**config.mk**
```make
export PLATFORM = sky130hd
export DESIGN_NAME = rot_prefix
export DESIGN_NICKNAME = d
export VERILOG_FILES = /design/src/design/rot_pkg.sv /design/src/design/rot_prefix.sv
export SDC_FILE = /design/constraint.sdc
export NUM_CORES = 1
export LEC_CHECK = 0
export ABC_AREA = 0
export BUFFER_PORTS_ARGS = -buffer_cell sky130_fd_sc_hd__buf_2
export CAP_MARGIN = 40
export CELL_PAD_IN_SITES_DETAIL_PLACEMENT = 1
export CELL_PAD_IN_SITES_GLOBAL_PLACEMENT = 1
export CORE_ASPECT_RATIO = 2
export CORE_MARGIN = 3
export CORE_UTILIZATION = 13
export DETAILED_ROUTE_END_ITERATION = 10
export GPL_ROUTABILITY_DRIVEN = 0
export MAX_ROUTING_LAYER = met4
export PLACE_DENSITY = 0.79
export SLEW_MARGIN = 5
export SYNTH_ARGS = -nofsm -noshare
export SYNTH_HDL_FRONTEND = slang
export SYNTH_SLANG_ARGS = --single-unit
```
**constraint.sdc**
```tcl
create_clock -name vclk -period 2.6
set_input_delay 0.52 -clock vclk [all_inputs]
set_output_delay 0.52 -clock vclk [all_outputs]
set_load 0.05 [all_outputs]
```
**src/design/rot_pkg.sv**
```systemverilog
// ----------------------------------------------------------------------------
// rot_pkg - rectangle overlap table shared definitions
// Field widths, operation codes, the stored entry layout, the control bundle
// that steers the cell chain, and the overlap test.
// ----------------------------------------------------------------------------
package rot_pkg;

    localparam int DEFAULT_CAPACITY = 64;
    localparam int MODE_W           = 2;
    localparam int TAG_W            = 16;
    localparam int COORD_W          = 16;

    localparam logic [MODE_W-1:0] MODE_INSERT = 2'd0;
    localparam logic [MODE_W-1:0] MODE_DELETE = 2'd1;
    localparam logic [MODE_W-1:0] MODE_CLEAR  = 2'd2;

    typedef enum logic [1:0] {
        ST_IDLE,
        ST_INSERT,
        ST_COMPACT,
        ST_REPLY
    } state_t;

    typedef struct packed {
        logic               side;
        logic [TAG_W-1:0]   tag;
        logic [COORD_W-1:0] min_x;
        logic [COORD_W-1:0] min_y;
        logic [COORD_W-1:0] max_x;
        logic [COORD_W-1:0] max_y;
    } rect_t;

    typedef struct packed {
        logic  occ;
        rect_t rect;
    } entry_t;

    typedef struct packed {
        logic cmp_load;  // capture the overlap result against the probe
        logic clear;     // empty every cell
        logic del_mark;  // drop cells whose tag matches the probe
        logic shift_in;  // every cell takes its newer neighbour's entry
        logic compact;   // cells at or behind the first hole take the next entry
    } cell_ctrl_t;

    // Half-open extents overlap on both axes.
    function automatic logic overlaps(input rect_t a, input rect_t b);
        logic ox;
        logic oy;
        ox = (a.min_x < b.max_x) && (b.min_x < a.max_x);
        oy = (a.min_y < b.max_y) && (b.min_y < a.max_y);
        return ox && oy;
    endfunction

endpackage

```
**src/design/rot_prefix.sv**
```systemverilog
// ----------------------------------------------------------------------------
// rot_prefix - inclusive prefix OR across the cell chain
// Log-depth parallel prefix: bit i of the result is the OR of bits 0..i.
// ----------------------------------------------------------------------------
module rot_prefix #(
    parameter int N = rot_pkg::DEFAULT_CAPACITY
) (
    input  logic [N-1:0] bits,
    output logic [N-1:0] prefix
);

    localparam int LEVELS = (N > 1) ? $clog2(N) : 1;

    logic [N-1:0] lvl [LEVELS+1];

    assign lvl[0] = bits;

    for (genvar l = 0; l < LEVELS; l++)
    begin : g_level
        for (genvar i = 0; i < N; i++)
        begin : g_bit
            if (i >= (1 << l))
            begin : g_merge
                assign lvl[l+1][i] = lvl[l][i] | lvl[l][i-(1<<l)];
            end
            else
            begin : g_pass
                assign lvl[l+1][i] = lvl[l][i];
            end
        end
    end

    assign prefix = lvl[LEVELS];

endmodule

```
**After elaboration in Yosys (flattened, before gate mapping)**

Cells that the tools add are included.

- Flip-flop bits (word level): 0
- Output and inout port bits: 64

- Bitwise logic cells: 321

Operators with widths:

| cell | count |
|---|---|
| 1-bit bitwise OR | 321 |

**Logic depth before layout (Yosys ltp)**

- Depth in word-level cells: 6
- Mapped depth: 6

**Worst setup path after synthesis**

OpenSTA, ideal clock, no wires.

- Path type: input-to-output
- Start point: in bits[0]
- End point: out prefix[41]
- Arrival: 3,262 ps
- Data required time: 2,080 ps
- Path slack: -1,182 ps
- Stages: 5
- Cells stage by stage: or4_4 and4bb_2 nand4_1 or2_2 nand3b_1

- Word-level cells in the longest chain between the ends: 3

RTL lines:

| item | line | source |
|---|---|---|
| start, declared | rot_prefix.sv:8 | `input logic [N-1:0] bits,` |
| 1-bit bitwise OR (3 in a row) | rot_prefix.sv:24 | `assign lvl[l+1][i] = lvl[l][i] \| lvl[l][i-(1<<l)];` |
| end, declared | rot_prefix.sv:9 | `output logic [N-1:0] prefix` |

No other way between the ends.

**Worst setup path in the final report**

- Start point: in bits[3]
- End point: out prefix[54]

- Word-level cells in the longest chain between the ends: 5

RTL lines:

| item | line |
|---|---|
| 1-bit bitwise OR (5 in a row) | rot_prefix.sv:24 |

No other way between the ends.

==> flow_metrics.tcl <==
set metrics [dict create \
    fin_cells 355 \
    fill_cells 620 \
    drive_gt1_share_pct 80.5 \
    cp_cell_sequence "buf_6 -> or4_4 -> and4bb_2 -> nand4_4 -> and4bb_2 -> buf_12 -> nand3b_1 -> buf_6" \
    portBuffers 128 \
    placed_area_sq_um 2130 \
    crit_type "input pin to output port" \
    violations "negative setup slack" \
    slew_headroom_pct 63.2 \
    n_antenna_cell 0 \
    final_core_utilization_pct 49.3 \
    p_leak_nw 1.10 \
    fin_crit_ps 2970 \
    cts_hold_buf 0 \
    antenna_found_initial 0 \
    die_y_microns 110 \
    grt_pass1_vias 1927 \
    nFlopsAndLatches 0 \
    grt_pass1_wl_microns 9090 \
    fmax_mhz 337 \
    setup_viol_count_final 52 \
    hold_class "input pin to output port" \
    syn_inst 121 \
    final-seq-area_sq_um 0 \
    drc_errors 0 \
    grt_usage_pct 18.8 \
    worst_pin_slew_ps 546 \
    yosys_warnings 0 \
    detail_route.wl_per_cell_microns 17.6 \
    cp.required_ps 2080 \
    rsz0062_at_grt "yes" \
    final_hold_viol_count 0 \
    drv_cap 0 \
    dieArea_sq_um 6340 \
    die_width_microns 57.8 \
    cpMaxStageDelayCell "or4_4" \
    path_delay_family "simple AND/OR/NAND/NOR gates" \
    coreArea_sq_um 5180 \
    syn_area_per_cell_sq_um 5.77 \
    drtIter0Drc 20 \
    global_route.usage.met1_pct 14.1 \
    cpPeakStageDelay_ps 540 \
    areaGrowthSynthToFinish_pct 266 \
    power_density_nw_per_um2 59.5 \
    viasPerCell 4.83 \
    ant_nets 0 \
    peakVddDrop_mv 0.0399 \
    critPathMaxFanout 8 \
    postLayoutCellArea_sq_um 2560 \
    slew_violations 0 \
    cp.arrival_ps 2450 \
    fin_ws_ps -365 \
    synth.net_count 185 \
    fin_nets 363 \
    synth_top_area_cell "nand2_1" \
    ys_types 25 \
    grt_use_met3_pct 3.29 \
    clkbuf_count 0 \
    rows 37 \
    synth_area_sq_um 698 \
    power_w 0.000152 \
    wirelength_microns 6240 \
    pre_cts_ws_ps -441 \
    synth_top_area_share_pct 10.2 \
    post-dp-hpwl_microns 4750 \
    ys_seq_area_share_pct 0 \
    critPathCaptureType "output port" \
    met2_usage_pct 41.2 \
    synth.most_common_cell "nand2_1" \
    via_count 1716 \
    worstSetupStartpointType "input pin" \
    fin_crit_sh_pct 114 \
    grt_busiest_layer "met2" \
    grt_max_degree 13 \
    cp_num_buf_inv 3 \
    synthTopCellsByCount "19 x nand2_1, 17 x nor2_1, 11 x nor3_1, 10 x nand3_1" \
    place_inst 348 \
    synth_area_leaders "nand2_1 10%, nor2_1 9.1%, nor4_1 8.1%" \
    grt_overflow 0 \
    first_pass_iters 4 \
    outcome "finished, violations left" \
    io_pins 128 \
    start_util_pct 13.5 \
]
[layout by cell type, fill, tap and decap left out, types with 3 or more instances in the layout]
cell type and instances:
inv_1 3, nand2_4 3, nor2_1 16, nand2_8 8, buf_12 4, nand2_2 4, nand2_1 4, buf_6 36
or2_2 4, buf_2 72, nand3_4 9, or2_4 6, buf_4 60, buf_8 6, nor4_1 8, nand4_1 3
nor3_1 10, or3_4 6, nand3b_1 6
[where the power goes]
group | switching (W) | internal, W | total [W]
clock | 0 | 0 | 0
sequential | 0 | 0 | 0
combinational | 0.0000782 | 0.0000740 | 0.000152
total | 0.0000782 | 0.0000740 | 0.000152
[timing repair]
| action | CTS | global route |
|---|---|---|
| cloned | 0 | 1 |
| pin swaps | 7 | 4 |
| buffers inserted | 2 | 4 |
| endpoints found under the setup margin | 52 | 54 |
| resized for setup | 97 | 21 |
[routing by layer]
metal	vias to the layer above	share of wire, %
met5	-	0
met4	0	3.6
met3	18	8.1
met2	104	63
met1	802	26
li1	792	-
[cell families after synthesis]
group	Yosys count	share of synthesized area, %
buffers and inverters	9	5.73
AND/OR/NAND/NOR	112	94.3
[layout make-up]
| type | instances | area, sq um | area share, % |
|---|---|---|---|
| inverters | 6 | 25.0 | 0.978 |
| repair buffers | 179 | 1410 | 55.2 |
| multi-input cells | 112 | 1050 | 41.0 |
| well taps | 58 | 72.6 | 2.84 |
[final timing paths]
| path | start | endpoint | slack [ps] | depth (start not counted) |
|---|---|---|---|---|
| worst max-delay path | bits[3] | prefix[54] | -370 | 8 |
| worst min-delay path | bits[0] | prefix[0] | 1360 | 2 |
[stage by stage]
| stage | hold slack (ps) | setup TNS [ps] |
|---|---|---|
| 3_3_place_gp | 1360 | -14720 |
| 4_1_cts | 1370 | -12500 |
| 2_1_floorplan | 1210 | -26080 |
| 3_5_place_dp | 1370 | -16460 |
| 5_1_grt | 1370 | -15800 |
| 6_report | 1360 | -13030 |
Power figures use the tool's default switching activity.
