$ cat src/design/rot_pkg.sv
// ----------------------------------------------------------------------------
// rot_pkg - rectangle overlap table shared definitions
// Field widths, operation codes, the stored entry layout, the control bundle
// that steers the cell chain, and the overlap test.
// ----------------------------------------------------------------------------
package rot_pkg;

    localparam int DEFAULT_CAPACITY = 64;
    localparam int MODE_W           = 2;
    localparam int TAG_W            = 16;
    localparam int COORD_W          = 16;

    localparam logic [MODE_W-1:0] MODE_INSERT = 2'd0;
    localparam logic [MODE_W-1:0] MODE_DELETE = 2'd1;
    localparam logic [MODE_W-1:0] MODE_CLEAR  = 2'd2;

    typedef enum logic [1:0] {
        ST_IDLE,
        ST_INSERT,
        ST_COMPACT,
        ST_REPLY
    } state_t;

    typedef struct packed {
        logic               side;
        logic [TAG_W-1:0]   tag;
        logic [COORD_W-1:0] min_x;
        logic [COORD_W-1:0] min_y;
        logic [COORD_W-1:0] max_x;
        logic [COORD_W-1:0] max_y;
    } rect_t;

    typedef struct packed {
        logic  occ;
        rect_t rect;
    } entry_t;

    typedef struct packed {
        logic cmp_load;  // capture the overlap result against the probe
        logic clear;     // empty every cell
        logic del_mark;  // drop cells whose tag matches the probe
        logic shift_in;  // every cell takes its newer neighbour's entry
        logic compact;   // cells at or behind the first hole take the next entry
    } cell_ctrl_t;

    // Half-open extents overlap on both axes.
    function automatic logic overlaps(input rect_t a, input rect_t b);
        logic ox;
        logic oy;
        ox = (a.min_x < b.max_x) && (b.min_x < a.max_x);
        oy = (a.min_y < b.max_y) && (b.min_y < a.max_y);
        return ox && oy;
    endfunction

endpackage

$ cat src/design/rot_cell.sv
// ----------------------------------------------------------------------------
// rot_cell - one slot of the rectangle overlap table
// Holds one entry, tests it against the probe rectangle, and takes its
// neighbour's entry on insert shifts and on compaction steps.
// ----------------------------------------------------------------------------
module rot_cell (
    input  logic                clk,
    input  logic                rst_n,
    input  rot_pkg::cell_ctrl_t ctrl,
    input  rot_pkg::rect_t      probe,
    input  logic                take,
    input  rot_pkg::entry_t     prev,
    input  rot_pkg::entry_t     next,
    output rot_pkg::entry_t     entry,
    output logic                hit
);

    logic           occ_reg;
    logic           occ_next;
    rot_pkg::rect_t rect_reg;
    rot_pkg::rect_t rect_next;
    logic           hit_reg;
    logic           hit_next;

    always_comb
    begin
        occ_next  = occ_reg;
        rect_next = rect_reg;
        if (ctrl.clear)
        begin
            occ_next = 1'b0;
        end
        else if (ctrl.del_mark)
        begin
            if (occ_reg && (rect_reg.tag == probe.tag))
            begin
                occ_next = 1'b0;
            end
        end
        else if (ctrl.shift_in)
        begin
            occ_next  = prev.occ;
            rect_next = prev.rect;
        end
        else if (ctrl.compact && take)
        begin
            occ_next  = next.occ;
            rect_next = next.rect;
        end
    end

    always_comb
    begin
        hit_next = hit_reg;
        if (ctrl.cmp_load)
        begin
            hit_next = occ_reg && (rect_reg.side == probe.side) &&
                       rot_pkg::overlaps(rect_reg, probe);
        end
    end

    always_ff @(posedge clk or negedge rst_n)
    begin
        if (!rst_n)
        begin
            occ_reg <= 1'b0;
            hit_reg <= 1'b0;
        end
        else
        begin
            occ_reg <= occ_next;
            hit_reg <= hit_next;
        end
    end

    always_ff @(posedge clk)
    begin
        rect_reg <= rect_next;
    end

    assign entry.occ  = occ_reg;
    assign entry.rect = rect_reg;
    assign hit        = hit_reg;

endmodule

$ cat config.mk
export PLATFORM = sky130hd
export DESIGN_NAME = rot_cell
export DESIGN_NICKNAME = d
export VERILOG_FILES = /design/src/design/rot_pkg.sv /design/src/design/rot_cell.sv
export SDC_FILE = /design/constraint.sdc
export NUM_CORES = 1
export LEC_CHECK = 0
export BUFFER_PORTS_ARGS = -buffer_cell sky130_fd_sc_hd__buf_4
export CAP_MARGIN = 10
export CORE_AREA = 2 2 129 131
export DETAILED_ROUTE_END_ITERATION = 10
export DIE_AREA = 0 0 131 133
export PLACE_DENSITY = 0.65
export SLEW_MARGIN = 20
export SYNTH_ARGS = -nofsm -noshare
export SYNTH_HDL_FRONTEND = slang
export SYNTH_SLANG_ARGS = --single-unit
$ cat constraint.sdc
create_clock -name clk -period 4.05 [get_ports clk]
set_clock_uncertainty 0.2 [all_clocks]
set_input_delay 0.6075 -clock clk [delete_from_list [all_inputs] [get_ports clk]]
set_output_delay 0.6075 -clock clk [all_outputs]
set_load 0.005 [all_outputs]
* Yosys cells after proc, flatten, opt, wreduce, memory -nomap -nowiden
Index checks and enable logic that the tools add are counted.
Word-level totals: register bits after elaboration 83, word-level logic and storage cells 35
Cells by class: order comparisons 4, reductions and logical operators 11, multiplexer cells 7, bitwise logic cells 2, equality and inequality tests 3
Operator list (number):
- 2-to-1 mux 81 bit | 2
- less-than comparator 16 bit | 4
- == test 16 bit | 1
- logical AND 1 bit | 7
- 2-to-1 mux 1 bit | 5
- nonzero test 4 bit | 1
- inequality test 3 x 1 -> 1 bit (second input constant) | 1
- AND reduction 3 bit | 1
- NOT 1 bit | 2
- AND reduction 2 bit | 1
- nonzero test 2 bit | 1
- == test 1 bit | 1

* Longest topological paths before layout
word-level depth 5, mapped depth 8, gate-level depth less buffers 8

* Worst setup path before layout
OpenSTA, ideal clock, no wires.
kind input-to-reg, from in ctrl[3] (netlist name), to reg rect_reg, in the netlist entry[0] (enable), stages on the path 1, arrival 6233 ps, required time 3229 ps, setup slack -3003 ps, path through nor3_1
Between the ends: longest elaborated chain between the ends 2
Ends and longest elaborated chain:
- from (decl) | RTL line rot_cell.sv:9 | input rot_pkg::cell_ctrl_t ctrl,
- NOT 1 bit (no source line)
- AND reduction 3 bit (no source line)
- to (signal assigned) | RTL line rot_cell.sv:78 | rect_reg <= rect_next;
- to (decl) | RTL line rot_cell.sv:20 | rot_pkg::rect_t rect_reg;
No other way between the ends. A chain may end at the register's enable or synchronous reset.

* Worst setup path in the final report
from reg rect_reg, in the netlist entry[31], to reg hit_reg (netlist: hit)
Between the ends: longest elaborated chain between the ends 4
Ends and longest elaborated chain:
- less-than comparator 16 bit | RTL line rot_pkg.sv:50 | ox = (a.min_x < b.max_x) && (b.min_x < a.max_x);
- logical AND 1 bit | RTL line rot_pkg.sv:50
- logical AND 1 bit | RTL line rot_pkg.sv:52 | return ox && oy;
- logical AND 1 bit | RTL line rot_cell.sv:57 | hit_next = occ_reg && (rect_reg.side == probe.side) &&
- to (signal assigned) | RTL line rot_cell.sv:72 | hit_reg <= hit_next;
- to (decl) | RTL line rot_cell.sv:22 | logic hit_reg;
No other way between the ends.

==> results.py <==
metrics = {
    "routing": {
        "drt_iter0_markers": 91,
        "wl_per_cell_um": 17.7,
        "vias": 4529,
        "viasPerCell": 4.64,
        "remaining_drc_errors": 0,
        "first_pass_iters": 4,
        "routed_wirelength_um": 17300,
        "postRouteAntennaNets": 0,
    },
    "critical_path": {
        "crit_type": "reg2reg",
        "cp_data_required_time_ps": 4080,
        "crit_path_end_kind": "flip-flop",
        "rr_worst_depth": 8,
        "cp.arrival_ps": 2350,
        "crit_end": "hit$_DFFE_PN0P_",
        "r2r_start": "entry[31]$_DFFE_PP_",
        "worstSetupStartpoint": "entry[31]$_DFFE_PP_",
        "reg2reg_to": "hit$_DFFE_PN0P_",
        "path_max_fanout": 3,
        "reg2reg_slack_ps": 1730,
        "start_kind": "flip-flop",
    },
    "cells_and_area": {
        "finalNetCount": 1065,
        "seqCellArea_um2": 2480,
        "drive_above_1_share_pct": 58.3,
        "fillers": 1528,
        "stdcell_count": 977,
        "largest_register_ffs": 81,
        "syn_to_final_growth_pct": 59.1,
        "multiInputGateArea_um2": 2460,
        "insertedDiodeCount": 0,
    },
    "timing": {
        "rsz0062_at_grt": "false",
        "totalNegativeSetupSlack_ps": 0,
        "fin_crit_sh_pct": 57.3,
        "slew_headroom_pct": 56.3,
        "worstMarginPinSlew_ps": 655,
        "slew_viol_final": 0,
        "period_needed_ps": 2320,
        "finalSetupViolations": 0,
        "finalHoldViolCount": 0,
        "fmax_mhz": 431,
    },
    "synthesis": {
        "netlist-cell-type-count": 42,
        "synth_top_area_cell": "edfxtp_1",
        "ys_async_sr_fraction_pct": 2.41,
        "synth_commonest_cells": "edfxtp_1, mux2_2, inv_1",
        "ys_ff_latch": 83,
        "synth_fp_nets": 725,
        "synth_top_area_share_pct": 46.6,
        "synth.area.top_cells": "edfxtp_1, mux2_2, ha_1",
        "yosys_warnings": 0,
        "synth-edff-count": 81,
        "syn_inst": 412,
        "seq_area_frac_synth_pct": 47.6,
        "syn_area_um2": 5220,
        "syn_avg_cell_area_um2": 12.7,
        "synthFlopType": "edfxtp_1",
    },
    "clock_network": {
        "ctsHtreeMaxLevel": 3,
        "clk_pin_slew_ps": 60,
        "numCtsBuffers": 9,
        "clock_path_buffers": 2,
        "root_buffer": "clkbuf_16",
        "clock_sinks": 83,
        "clk_latency_ps": 340,
        "cts_tree": "yes",
    },
    "die": {
        "die_y_um": 133,
        "dieArea_um2": 17400,
        "coreArea_um2": 16200,
        "dieWidth_um": 131,
        "num_rows": 47,
        "pin_count": 336,
        "start_util_pct": 32.2,
    },
    "grt": {
        "grt_pass1_wl_um": 25500,
        "first_global_vias": 4888,
        "track_usage_pct": 19.6,
        "antenna_found_initial": 0,
        "grt-ovfl-total": 0,
        "grt_max_degree": 48,
    },
    "min_path": {
        "hp-class": "in2reg",
    },
    "power": {
        "p_int_w": 0.00183,
        "p_leak_nw": 3.91,
        "ir_drop_mv": 0.193,
        "seqPwrFrac_pct": 43.1,
        "power_frac_comb_pct": 22.6,
        "powerDensity_nw_per_um2": 292,
        "p_sw_w": 0.000592,
        "clkPwrFrac_pct": 34.3,
        "p_sw_share_pct": 24.4,
    },
    "placed_design": {
        "dp_hpwl_um": 14600,
        "numPortBuffers": 335,
        "place_inst": 960,
        "routabilityCongestion": 0.847,
    },
    "job": {
        "drv_cap": 0,
    },
    "status": {
        "status": "finished clean",
    },
}
cell usage in the layout (no fill, tap or decap), types with 2 or more instances in the layout:
master and instances:
nand2_1 2, buf_4 338, mux2i_1 2, dfrtp_1 2, a2111oi_2 2, ha_1 60
clkinv_2 2, a21oi_1 14, clkinv_4 2, xnor2_1 16, mux2_2 81, nand2b_1 3
a21o_1 8, inv_1 64, nand3_1 9, nand4_1 18, a211oi_1 4, o21ai_0 4
or2_1 2, nor4_1 2, nor2_1 8, clkbuf_16 9, edfxtp_1 81
power by group through the flow:
stage	clock network [W]	registers, W	logic (W)
after CTS	0.000852	0.00105	0.000559
after detailed placement	0	0.00106	0.000555
after floorplan	0	0.00106	0.000217
after global routing	0.000893	0.00105	0.000606
final	0.000831	0.00105	0.000549
after global placement	0	0.00106	0.000540
timing repair:
action                                 in CTS  in global routing
buffers inserted                            0                  0
resized for setup                           0                  0
hold buffers                                1                  0
endpoints found under the hold margin       2                  0
through the flow:
| step | power, W | cell area (um2) | setup WS (ps) | util, % | hold slack, ps |
|---|---|---|---|---|---|
| after floorplan | 0.00128 | 5230 | 786 | - | 112 |
| after global routing | 0.00255 | 8300 | 1550 | 51.3 | 235 |
| after detailed placement | 0.00162 | 8000 | 1360 | 49.4 | 195 |
| final | 0.00243 | 8300 | 1730 | 51.3 | 250 |
| after CTS | 0.00246 | 8300 | 1680 | 51.3 | 235 |
| after global placement | 0.00160 | 8000 | 1320 | 49.4 | 197 |
how the worst min path moves through the flow:
stage	startpoint	to	slack (ps)	cells after the start
after global placement	rst_n	occ_reg$_DFFE_PN0P_	200	1
after floorplan	rst_n	hit$_DFFE_PN0P_	110	0
after CTS	ctrl[3]	occ_reg$_DFFE_PN0P_	230	2
after global routing	ctrl[3]	occ_reg$_DFFE_PN0P_	240	2
final	ctrl[3]	occ_reg$_DFFE_PN0P_	250	2
after detailed placement	rst_n	hit$_DFFE_PN0P_	190	1
cells by family (layout without fill, tap and decap cells):
family / Yosys count / count (layout) / synth area share [%]
flip-flops: 83 / 83 / 47.6
multiplexers: 83 / 83 / 17.9
adder cells (fa/ha/maj): 60 / 60 / 14.4
XOR/XNOR: 17 / 17 / 2.86
AND/OR/NAND/NOR: 50 / 50 / 5.59
AO/OA/AOI/OAI: 45 / 45 / 6.24
buffers and inverters: 74 / 419 / 5.45
final cells by class:
cell class	instances	share of cell area, %
clock buffers	9	2.71
clock inverters	7	0.829
inverters	64	2.89
multi-input cells	255	29.6
flip-flops and latches	83	29.9
well taps	220	3.32
repair buffers	339	30.7
routing by layer:
metal  global-route usage (%)  share of wire, %  vias up
li1                         -                 -     2205
met1                     20.6                37     2103
met2                     36.4                53      200
met3                     5.58               7.8       21
met4                     6.74               2.1        0
met5                        0                 0        -
worst max-delay path, cell delays in order, from the launching register on:
cell,delay [ps]
edfxtp_1,350
inv_1,50
ha_1,340
nand4_1,150
or2_1,290
a2111oi_2,540
nor4_1,120
nand4_1,100
o21ai_1,70
Power figures use the tool's default switching activity.
